### src/hw/rtl/rsbt_pkg.sv
`timescale 1ns / 1ps

package rsbt_pkg;

    // Field widths fixed by the record format.
    localparam int SCORE_W  = 10;
    localparam int TOTAL_W  = 12;
    localparam int NUMBER_W = 7;

    typedef struct packed {
        logic [SCORE_W-1:0] score_first;
        logic [SCORE_W-1:0] score_second;
        logic [SCORE_W-1:0] score_third;
        logic               last_record;
    } t_in_item;

    typedef struct packed {
        logic [NUMBER_W-1:0] record_number;
        logic [TOTAL_W-1:0]  total_score;
        logic                last_out;
    } t_out_item;

    // One stored record as it sits in the record memory.
    typedef struct packed {
        logic [NUMBER_W-1:0] number;
        logic [TOTAL_W-1:0]  total;
    } t_rec;

    localparam int REC_W = $bits(t_rec);

endpackage

### src/hw/rtl/rsbt_ram.sv
`timescale 1ns / 1ps

module rsbt_ram #(
    parameter int WIDTH = 19,
    parameter int DEPTH = 64
) (
    input  logic                     i_clk,
    input  logic                     i_we,
    input  logic [$clog2(DEPTH)-1:0] i_waddr,
    input  logic [WIDTH-1:0]         i_wdata,
    input  logic                     i_re,
    input  logic [$clog2(DEPTH)-1:0] i_raddr,
    output logic [WIDTH-1:0]         o_rdata
);

    logic [WIDTH-1:0] r_mem [DEPTH];
    logic [WIDTH-1:0] r_rdata;

    always_ff @(posedge i_clk) begin
        if (i_we) begin
            r_mem[i_waddr] <= i_wdata;
        end
        if (i_re) begin
            r_rdata <= r_mem[i_raddr];
        end
    end

    assign o_rdata = r_rdata;

endmodule

### src/hw/rtl/record_sort_by_total_desc_unit.sv
`timescale 1ns / 1ps

// Channel   Direction  Valid         Stall         Payload
// request   in         i_in_valid    o_in_stall    i_in_data  (t_in_item)
// result    out        o_out_valid   i_out_stall   o_out_data (t_out_item)
//
// A request not marked last is stored, if the store has room, and gives no result.
// For a set of n records the sort makes nested passes over the record memory, which
// has a single read and write port. Each result is then read out, captured in S_OCAP
// and held in S_OHOLD for as long as i_out_stall is high.
// Reset is synchronous and only clears the sequencer and the record count; the
// record memory is never cleared, since only entries written in the current set are read.
// o_in_stall stays high from the last request of a set until its final result leaves.

module record_sort_by_total_desc_unit
    import rsbt_pkg::*;
#(
    parameter int MAX_RECORDS = 64
) (
    input  logic      i_clk,
    input  logic      i_rst_n,
    input  logic      i_in_valid,
    output logic      o_in_stall,
    input  t_in_item  i_in_data,
    output logic      o_out_valid,
    input  logic      i_out_stall,
    output t_out_item o_out_data
);

    localparam int AW = $clog2(MAX_RECORDS);
    localparam int CW = $clog2(MAX_RECORDS + 1);

    // One-hot sequencer states. The sort runs as nested passes: FETCH and HEAD
    // load the record at position i into r_cur, SCAN walks j over the later
    // positions, and PUT writes the pass winner back to position i.
    typedef enum logic [7:0] {
        S_IDLE  = 8'b0000_0001,
        S_FETCH = 8'b0000_0010,
        S_HEAD  = 8'b0000_0100,
        S_SCAN  = 8'b0000_1000,
        S_PUT   = 8'b0001_0000,
        S_ORD   = 8'b0010_0000,
        S_OCAP  = 8'b0100_0000,
        S_OHOLD = 8'b1000_0000
    } t_state;

    t_state    r_state, n_state;
    logic [CW-1:0] r_count, n_count;
    logic [CW-1:0] r_n, n_n;
    logic [AW-1:0] r_i, n_i;
    logic [AW-1:0] r_j, n_j;
    logic [AW-1:0] r_k, n_k;
    t_rec      r_cur, n_cur;
    t_out_item r_out, n_out;

    logic             w_we;
    logic [AW-1:0]    w_waddr;
    t_rec             w_wdata;
    logic             w_re;
    logic [AW-1:0]    w_raddr;
    logic [REC_W-1:0] w_rdata_raw;
    t_rec             w_rdata;

    logic                  w_full;
    logic [TOTAL_W-1:0]    w_sum;
    logic [CW+NUMBER_W-1:0] w_number_ext;

    assign w_rdata = t_rec'(w_rdata_raw);
    assign w_full  = (r_count == CW'(MAX_RECORDS));

    // The total is an exact sum; three 10-bit scores always fit in 12 bits.
    assign w_sum = TOTAL_W'(i_in_data.score_first) + TOTAL_W'(i_in_data.score_second)
                 + TOTAL_W'(i_in_data.score_third);

    // Serial numbers count from 1 and wrap at the width of the number field.
    assign w_number_ext = (CW + NUMBER_W)'(r_count) + (CW + NUMBER_W)'(1);

    always_comb begin
        n_state = r_state;
        n_count = r_count;
        n_n     = r_n;
        n_i     = r_i;
        n_j     = r_j;
        n_k     = r_k;
        n_cur   = r_cur;
        n_out   = r_out;
        w_we    = 1'b0;
        w_waddr = r_i;
        w_wdata = r_cur;
        w_re    = 1'b0;
        w_raddr = r_i;

        unique case (r_state)
            S_IDLE: begin
                if (i_in_valid) begin
                    // A record that arrives with the store full is dropped.
                    if (!w_full) begin
                        w_we    = 1'b1;
                        w_waddr = r_count[AW-1:0];
                        w_wdata = '{number: w_number_ext[NUMBER_W-1:0], total: w_sum};
                        n_count = r_count + CW'(1);
                    end
                    if (i_in_data.last_record) begin
                        n_n     = w_full ? r_count : r_count + CW'(1);
                        n_count = '0;
                        n_i     = '0;
                        n_k     = '0;
                        // A set of one record needs no sorting.
                        n_state = (n_n >= CW'(2)) ? S_FETCH : S_ORD;
                    end
                end
            end
            S_FETCH: begin
                w_re    = 1'b1;
                w_raddr = r_i;
                n_state = S_HEAD;
            end
            S_HEAD: begin
                n_cur   = w_rdata;
                w_re    = 1'b1;
                w_raddr = r_i + AW'(1);
                n_j     = r_i + AW'(1);
                n_state = S_SCAN;
            end
            S_SCAN: begin
                // A strictly greater later total takes position i; the record
                // held so far moves to position j, exactly as a swap would.
                if (w_rdata.total > r_cur.total) begin
                    w_we    = 1'b1;
                    w_waddr = r_j;
                    w_wdata = r_cur;
                    n_cur   = w_rdata;
                end
                if (CW'(r_j) == r_n - CW'(1)) begin
                    n_state = S_PUT;
                end else begin
                    w_re    = 1'b1;
                    w_raddr = r_j + AW'(1);
                    n_j     = r_j + AW'(1);
                end
            end
            S_PUT: begin
                w_we    = 1'b1;
                w_waddr = r_i;
                w_wdata = r_cur;
                if ((CW + 1)'(r_i) + (CW + 1)'(2) >= (CW + 1)'(r_n)) begin
                    n_k     = '0;
                    n_state = S_ORD;
                end else begin
                    n_i     = r_i + AW'(1);
                    n_state = S_FETCH;
                end
            end
            S_ORD: begin
                w_re    = 1'b1;
                w_raddr = r_k;
                n_state = S_OCAP;
            end
            S_OCAP: begin
                n_out   = '{record_number: w_rdata.number,
                            total_score:   w_rdata.total,
                            last_out:      (CW'(r_k) + CW'(1) == r_n)};
                n_state = S_OHOLD;
            end
            S_OHOLD: begin
                if (!i_out_stall) begin
                    if (r_out.last_out) begin
                        n_state = S_IDLE;
                    end else begin
                        // Fetch the next sorted record as this one leaves.
                        w_re    = 1'b1;
                        w_raddr = r_k + AW'(1);
                        n_k     = r_k + AW'(1);
                        n_state = S_OCAP;
                    end
                end
            end
            default: begin
                n_state = S_IDLE;
            end
        endcase
    end

    always_ff @(posedge i_clk) begin
        if (!i_rst_n) begin
            r_state <= S_IDLE;
            r_count <= '0;
        end else begin
            r_state <= n_state;
            r_count <= n_count;
        end
    end

    always_ff @(posedge i_clk) begin
        r_n   <= n_n;
        r_i   <= n_i;
        r_j   <= n_j;
        r_k   <= n_k;
        r_cur <= n_cur;
        r_out <= n_out;
    end

    rsbt_ram #(
        .WIDTH (REC_W),
        .DEPTH (MAX_RECORDS)
    ) u_rec_ram (
        .i_clk   (i_clk),
        .i_we    (w_we),
        .i_waddr (w_waddr),
        .i_wdata (w_wdata),
        .i_re    (w_re),
        .i_raddr (w_raddr),
        .o_rdata (w_rdata_raw)
    );

    assign o_in_stall  = (r_state != S_IDLE);
    assign o_out_valid = (r_state == S_OHOLD);
    assign o_out_data  = r_out;

    // The scan index always lies beyond the pass position.
    a_scan_after_pass: assert property (@(posedge i_clk) disable iff (!i_rst_n)
        (r_state == S_SCAN) |-> (r_j > r_i))
        else $error("scan index not beyond pass position");

    // No request is taken while a result is on offer.
    a_no_load_in_output: assert property (@(posedge i_clk) disable iff (!i_rst_n)
        o_out_valid |-> o_in_stall)
        else $error("input open while a result is pending");

    // The record count never passes the store depth.
    a_count_bound: assert property (@(posedge i_clk) disable iff (!i_rst_n)
        r_count <= CW'(MAX_RECORDS))
        else $error("record count beyond store depth");

    // After the final result of a run leaves, the block takes requests again.
    a_last_reopens: assert property (@(posedge i_clk) disable iff (!i_rst_n)
        (o_out_valid && !i_out_stall && o_out_data.last_out) |=> !o_in_stall)
        else $error("block not idle after final result");

    // A result that is stalled stays on offer.
    a_result_held: assert property (@(posedge i_clk) disable iff (!i_rst_n)
        (o_out_valid && i_out_stall) |=> o_out_valid)
        else $error("stalled result withdrawn");

endmodule

### config.mk
export PLATFORM = sky130hd
export DESIGN_NAME = record_sort_by_total_desc_unit
export DESIGN_NICKNAME = d
export VERILOG_FILES = /design/src/hw/rtl/rsbt_pkg.sv /design/src/hw/rtl/rsbt_ram.sv /design/src/hw/rtl/record_sort_by_total_desc_unit.sv
export SDC_FILE = /design/constraint.sdc
export NUM_CORES = 2
export LEC_CHECK = 0
export BUFFER_PORTS_ARGS = -buffer_cell sky130_fd_sc_hd__buf_2
export CELL_PAD_IN_SITES_DETAIL_PLACEMENT = 0
export CELL_PAD_IN_SITES_GLOBAL_PLACEMENT = 1
export CORE_AREA = 2 2 295 414
export CTS_CLUSTER_SIZE = 28
export DETAILED_ROUTE_END_ITERATION = 10
export DIE_AREA = 0 0 297 416
export PLACE_DENSITY_LB_ADDON = 0.12
export SETUP_SLACK_MARGIN = 0.02
export SKIP_LAST_GASP = 1
export SLEW_MARGIN = 30
export SYNTH_ARGS = -nofsm -noshare
export SYNTH_HDL_FRONTEND = slang
export SYNTH_SLANG_ARGS = --single-unit
### constraint.sdc
create_clock -name i_clk -period 12.85 [get_ports i_clk]
set_input_delay 1.9275 -clock i_clk [delete_from_list [all_inputs] [get_ports i_clk]]
set_output_delay 1.9275 -clock i_clk [all_outputs]
set_load 0.03 [all_outputs]
Yosys cells after proc, flatten, opt, wreduce, memory -nomap -nowiden. Memory sizes are Yosys's and may differ from the RTL's. A register that Yosys moved wholly into a read port is not among the register bits. Cells that the tools add are included. Widths: inputs -> output; s select.

Memories: 1. Logic and storage cells: 100. Bits of input ports: 35. Flip-flop bits (word level): 79. Bits in writable memories: 1216.

$add $sub $neg: 10. Mux-type cells: 43. Order comparisons: 3. Reduce and logical (&&, ||, !) cells: 11. Equality and inequality tests: 21.

Memory list: u_rec_ram.r_mem (words 64, bits a word 19, read ports 1, clocked after Yosys merged registers in 1, write ports 1, line rsbt_ram.sv:16) `logic [WIDTH-1:0] r_mem [DEPTH];`.

Operator list (count): $mux 6 (15); $mux 19 (4); $pmux 8 s8 (1); $pmux 19 s2 (1); $pmux 6 s2 (3); $mux 8 (4); $pmux 6 s4 (1); $mux 7 (3); $add 6x1->6 const B (3); $ne 2x2->1 const B (9); $pmux 6 s3 (1); $add 7x1->7 const B (2); $add 11x10->12 (1); $gt 12x12->1 (1); $add 10x10->11 (1); $eq 8x1->1 const B (1); $eq 8x2->1 const B (1); $eq 8x3->1 const B (1); $eq 8x4->1 const B (1); $eq 8x5->1 const B (1); $eq 8x6->1 const B (1); $eq 8x7->1 const B (1); $eq 8x8->1 const B (1); $mux 1 (8); other kinds (17) (22).

Logic depth before layout (Yosys ltp).
Depth in word-level cells: 7. Depth in mapped cells: 17. Gate-level depth less buffers: 15.

Cells and area by module. A second synthesis with hierarchy kept.

Cell total of the unflattened synthesis: 2662. Area, all modules: 52670.5 um2.

Modules (own cells, without submodules): rsbt_ram (area an instance 47304.1 um2, cells an instance 2113, instances 1); record_sort_by_total_desc_unit (area an instance 5366.4 um2, cells an instance 549, instances 1).

Worst setup path after synthesis. Ideal clock, no wire load.

Path kind: input -> register. From: input port i_in_data[2] in the netlist's numbering. To: memory u_rec_ram.r_mem[0][9] (data pin). Setup time: 702 ps. Path buffers: 0. Arrival time: 6522 ps. Data required time: 12148 ps. Cell stages on the path: 13. Path slack: 5626 ps. Cell sequence: fa_1 > ha_1 > inv_1 > fa_1 > inv_1 > a21oi_1 > o21bai_1 > a21oi_1 > o21bai_1 > a21oi_1 > o21bai_1 > xnor2_1 > o21ai_0.

Word-level cells in the longest chain between the ends: 4.

Ends and longest elaborated chain: from (decl) (line record_sort_by_total_desc_unit.sv:24) `input t_in_item i_in_data,`; $add 11x10->12 (line record_sort_by_total_desc_unit.sv:73) `+ TOTAL_W'(i_in_data.score_third);`; $mux 19 (line record_sort_by_total_desc_unit.sv:97) `if (!w_full) begin`; $mux 19 (line record_sort_by_total_desc_unit.sv:95) `if (i_in_valid) begin`; $mux 19; via u_rec_ram.i_wdata[9] (line rsbt_ram.sv:10) `input logic [WIDTH-1:0] i_wdata,`; to (decl) (line rsbt_ram.sv:16).

The timed path passes the listed nets, and every way through them passes these cells.

Final worst setup path.
From: input port i_out_stall. To: register u_rec_ram.r_rdata[14], in the netlist u_rec_ram.o_rdata[14], read port of u_rec_ram.r_mem (data pin).

Word-level cells in the longest chain between the ends: 2. Elaborated cells on any way between the ends: 4. Classes of those cells: mux: 4.

Ends and longest elaborated chain: from (decl) (line record_sort_by_total_desc_unit.sv:26) `input logic i_out_stall,`; $mux 6 or $mux 1 (tied branches) (line record_sort_by_total_desc_unit.sv:166) `if (!i_out_stall) begin`; $pmux 6 s4 or $pmux 1 s3 (tied branches) (line record_sort_by_total_desc_unit.sv:93) `unique case (r_state)`; to (decl) (line rsbt_ram.sv:17) `logic [WIDTH-1:0] r_rdata;`.

Several ways; a longest one is shown, not always the timed one. A chain may end at the register's enable or synchronous reset.

==> run_results.csv <==
group,metric,value,unit
worst_setup_path,timing.critical_path.depth,13,
worst_setup_path,critical_path_class,"input pin to flip-flop",
logic_synthesis,syn_area_per_cell,13.6,µm²
logic_synthesis,post_synth_inst_count,3946,
drt,route.antenna.remaining_nets,0,
clock_network,clk_path_buf_depth,3,
timing,finalCritPeriodShare,0.493,
layout,filler_cell_count,10400,
floorplan,rows,151,
clock_network,clock_tree.root_cell,"sky130_fd_sc_hd__clkbuf_16",
layout,area.growth.synth_to_final,13.2,%
logic_synthesis,synth_seq_cells,1314,
logic_synthesis,synth.lib_cells_used.distinct,75,
drt,routed_via_density,5.81,
logic_synthesis,top_cell_type_by_total_area_after_synthesis,"sky130_fd_sc_hd__edfxtp_1",
global_route,gr-usage-all-layers,0.261,
worst_setup_path,cpMaxStageDelayCell,"sky130_fd_sc_hd__and4_4",
logic_synthesis,ys_seq_area_frac,0.732,
worst_setup_path,cp.required,13380,ps
logic_synthesis,async_reset_ff_frac,0,
worst_setup_path,cp_max_fo,142,
worst_setup_path,crit_chain,"buf_2 > or2_2 > nand2_1 > o21ai_0 > a22oi_1 > and4_4 > buf_4 > buf_12 > mux2i_1 > a221oi_1 > nor3_1 > o211ai_1 > a211o_1",
logic_synthesis,ys_top_cells_by_area,"sky130_fd_sc_hd__edfxtp_1, sky130_fd_sc_hd__nand2_1, sky130_fd_sc_hd__nand3_1",
worst_setup_path,timing.critical_path.arrival,6860,ps
global_route,grt_remaining_overflow,0,
logic_synthesis,synth_top_area_share,0.726,
drt,detailed_route_drc_error_count,0,
place,placement.io_buffers,56,
drt,totalWireLength,162,mm
clock_network,cts_resized,0,
worst_setup_path,timing.reg2reg.worst_path_depth,14,
hold_path,worst_hold_path_type,"flip-flop to flip-flop",
floorplan,num_io_pins,57,
place,routabilityCongestion,0.849,
timing,fin_skew,26.1,ps
worst_setup_path,crit_buf_inv,3,
timing,timing_worst_slew_pin_value,1030,ps
logic_synthesis,synth_edf_count,1299,
global_route,grt_max_degree,168,
floorplan,die-height,416,µm
logic_synthesis,yosys-top-cells-count,"sky130_fd_sc_hd__edfxtp_1, sky130_fd_sc_hd__nand2_1, sky130_fd_sc_hd__nand3_1, sky130_fd_sc_hd__mux2i_1, sky130_fd_sc_hd__a21oi_1",
drt,initialDrtViolationCount,3040,
logic_synthesis,syn_nets,4028,
floorplan,floorplan.initialDensity,0.447,
clock_network,clk_latency,780,ps
flow_run,max_cap_violations,0,
hold_path,min_delay_path_depth,0,
timing,final_setup_viols,0,
logic_synthesis,synthFlopType,"sky130_fd_sc_hd__edfxtp_1",
clock_network,post-cts-setup-buffer-count,0,
power,power.share.combinational,0.356,
timing,slew-limit-headroom,0.312,
layout,fraction_of_final_layout_cells_sized_beyond_drive_strength_1,0.118,
worst_setup_path,critical-path-top-delay-family,"simple AND/OR/NAND/NOR gates",
timing,timing.final.max_slew_violations,0,
logic_synthesis,yosysWarnings,0,
global_route,grt_antenna_before_repair,7,
power,p_leak,20.7,nW
power,power_switching_share,0.388,
power,p_total,14.5,mW
power,clock_share_of_power,0.263,
floorplan,die_area,124000,µm²
worst_setup_path,critPathMaxStageDelay,680,ps
timing,final.setup.worst_slack,6520,ps
timing,fmax,0.158,GHz
timing,grt_setup_unrepaired,"no",
clock_network,number_of_hold_buffers_added_after_cts,0,
logic_synthesis,yosys.cell_count.top_type,"sky130_fd_sc_hd__edfxtp_1",
place,post-dp-hpwl,93.0,mm
drt,route.vias.total,33200,
timing,fin_tns_setup,0,ps
place,place_worst_setup_slack,5660,ps
clock_network,path_clk_slew,60,ps
power,power.density,238,nW/µm²
drt,drt_pass1_iterations,6,
layout,nets,4083,
clock_network,cts-buffers-inserted,133,
timing,period_needed,6330,ps
global_route,first_global_vias,32500,
timing,hold_viol_final,0,
global_route,grt_pass1_wl,232,mm
status,outcome,"completed",
power,internal-power,8.88,mW
worst_setup_path,worst_reg_to_reg_setup_slack,6540,ps
drt,routed_len_inst,28.3,µm
power,sequentialPowerShare,0.381,
clock_network,clock_tree_from_tritoncts,"built",
clock_network,cts.sinks,1314,
clock_network,h-tree-depth,4,
logic_synthesis,mapped_cell_area,53700,µm²
power,power.ir.vdd_worst,0.186,mV
floorplan,coreArea,120000,µm²
worst_setup_path,crit_path_end_kind,"flip-flop",
worst_setup_path,critical_path.startpoint_type,"input pin",
floorplan,die_w,297,µm
power,p_switching,5.62,mW
power groups by stage:
stage	clock [mW]	combinational, mW	sequential [mW]
2_1_floorplan	0	3.01	5.61
3_3_place_gp	0	5.10	5.61
3_5_place_dp	0	5.17	5.61
4_1_cts	3.87	5.18	5.52
5_1_grt	4.01	5.52	5.53
6_report	3.81	5.16	5.52
cells by family (layout without fill, tap and decap cells):
group / Yosys count / count (layout) / share of synthesized area
fa+ha+maj: 47 / 47 / 0.0125
mux: 174 / 174 / 0.0324
other cells: 0 / 6 / 0
compound gates: 476 / 476 / 0.0609
flops: 1314 / 1314 / 0.732
xor+xnor: 41 / 41 / 0.00669
simple gates: 1614 / 1614 / 0.132
buf+inv: 280 / 441 / 0.0233
through the flow:
step / cells / area [µm²] / hold WS, ps / util
after floorplan: 3946 / 53700 / 421 / -
final: 5719 / 60800 / 555 / 0.506
after detailed placement: 5471 / 56500 / 541 / 0.470
after global routing: 5718 / 60800 / 564 / 0.506
after global placement: 5461 / 56200 / 536 / 0.468
after CTS: 5712 / 60700 / 548 / 0.506
worst reg2reg max path, delay by kind of cell (launching register included):
| family | cells | cell delay (ps) |
|---|---|---|
| muxes | 1 | 540 |
| AOI/OAI and AO/OA | 6 | 1640 |
| adders and majority gates | 1 | 280 |
| buffers and inverters | 3 | 1450 |
| and+or+nand+nor | 3 | 1640 |
| DFF | 1 | 520 |
final cells by class:
class | count | area (µm²) | area share
inverter | 39 | 146 | 0.00241
clock buffer | 174 | 3610 | 0.0594
timing repair buffer | 161 | 1190 | 0.0196
tap | 1606 | 2010 | 0.0331
antenna | 6 | 15.0 | 0.000247
sequential | 1314 | 39300 | 0.647
clock inverter | 67 | 599 | 0.00986
multi-input combinational | 2352 | 13900 | 0.229
state kept, by name (all words and copies together), names as in the netlist:
signal / flops
r_n: 7
o_out_data: 20
r_k: 6
u_rec_ram.r_mem: 1216
r_count: 7
u_rec_ram.o_rdata: 19
r_i: 6
r_state: 8
r_cur: 19
r_j: 6
routing by layer:
metal  GRT usage  part of all wire  vias to the layer above
li1            -                 -                    14900
met1       0.337              0.41                    17000
met3      0.0355             0.050                      231
met2       0.448              0.50                     1081
met4       0.101             0.039                        2
met5           0          0.000080                        -
path summary, 6_finish.rpt:
kind	startpoint	end
worst max-delay path	i_out_stall	u_rec_ram.o_rdata[14]
worst min-delay path	u_rec_ram.o_rdata[4]	o_out_data[5]
worst max register to register	r_n[1]	u_rec_ram.o_rdata[14]
worst min register to register	u_rec_ram.o_rdata[4]	o_out_data[5]
cells in the final DEF, fill, tap and decap left out, types with 10 or more instances in the layout:
cell / n
sky130_fd_sc_hd__edfxtp_1: 1299
sky130_fd_sc_hd__nand2_1: 913
sky130_fd_sc_hd__nand3_1: 410
sky130_fd_sc_hd__mux2i_1: 174
sky130_fd_sc_hd__a21oi_1: 152
sky130_fd_sc_hd__clkbuf_16: 139
sky130_fd_sc_hd__buf_4: 96
sky130_fd_sc_hd__buf_2: 56
sky130_fd_sc_hd__nand4_1: 45
sky130_fd_sc_hd__a221oi_1: 44
sky130_fd_sc_hd__nor2_4: 41
sky130_fd_sc_hd__inv_1: 38
sky130_fd_sc_hd__o221ai_1: 38
sky130_fd_sc_hd__a32oi_1: 38
sky130_fd_sc_hd__nor2_1: 36
sky130_fd_sc_hd__ha_1: 36
sky130_fd_sc_hd__clkbuf_1: 35
sky130_fd_sc_hd__o21ai_0: 34
sky130_fd_sc_hd__nor2_2: 30
sky130_fd_sc_hd__clkinv_1: 26
sky130_fd_sc_hd__a31oi_1: 26
sky130_fd_sc_hd__xnor2_1: 25
sky130_fd_sc_hd__o211ai_1: 23
sky130_fd_sc_hd__a22oi_1: 23
sky130_fd_sc_hd__clkinv_2: 22
sky130_fd_sc_hd__a211o_1: 21
sky130_fd_sc_hd__nor3_1: 19
sky130_fd_sc_hd__and3_1: 19
sky130_fd_sc_hd__xor2_1: 16
sky130_fd_sc_hd__a21o_1: 16
sky130_fd_sc_hd__dfxtp_1: 15
sky130_fd_sc_hd__nor4_2: 14
sky130_fd_sc_hd__o21ai_4: 13
sky130_fd_sc_hd__nor2b_1: 11
sky130_fd_sc_hd__fa_1: 11
sky130_fd_sc_hd__nand3_2: 10
(Power assumes the default switching activity.)
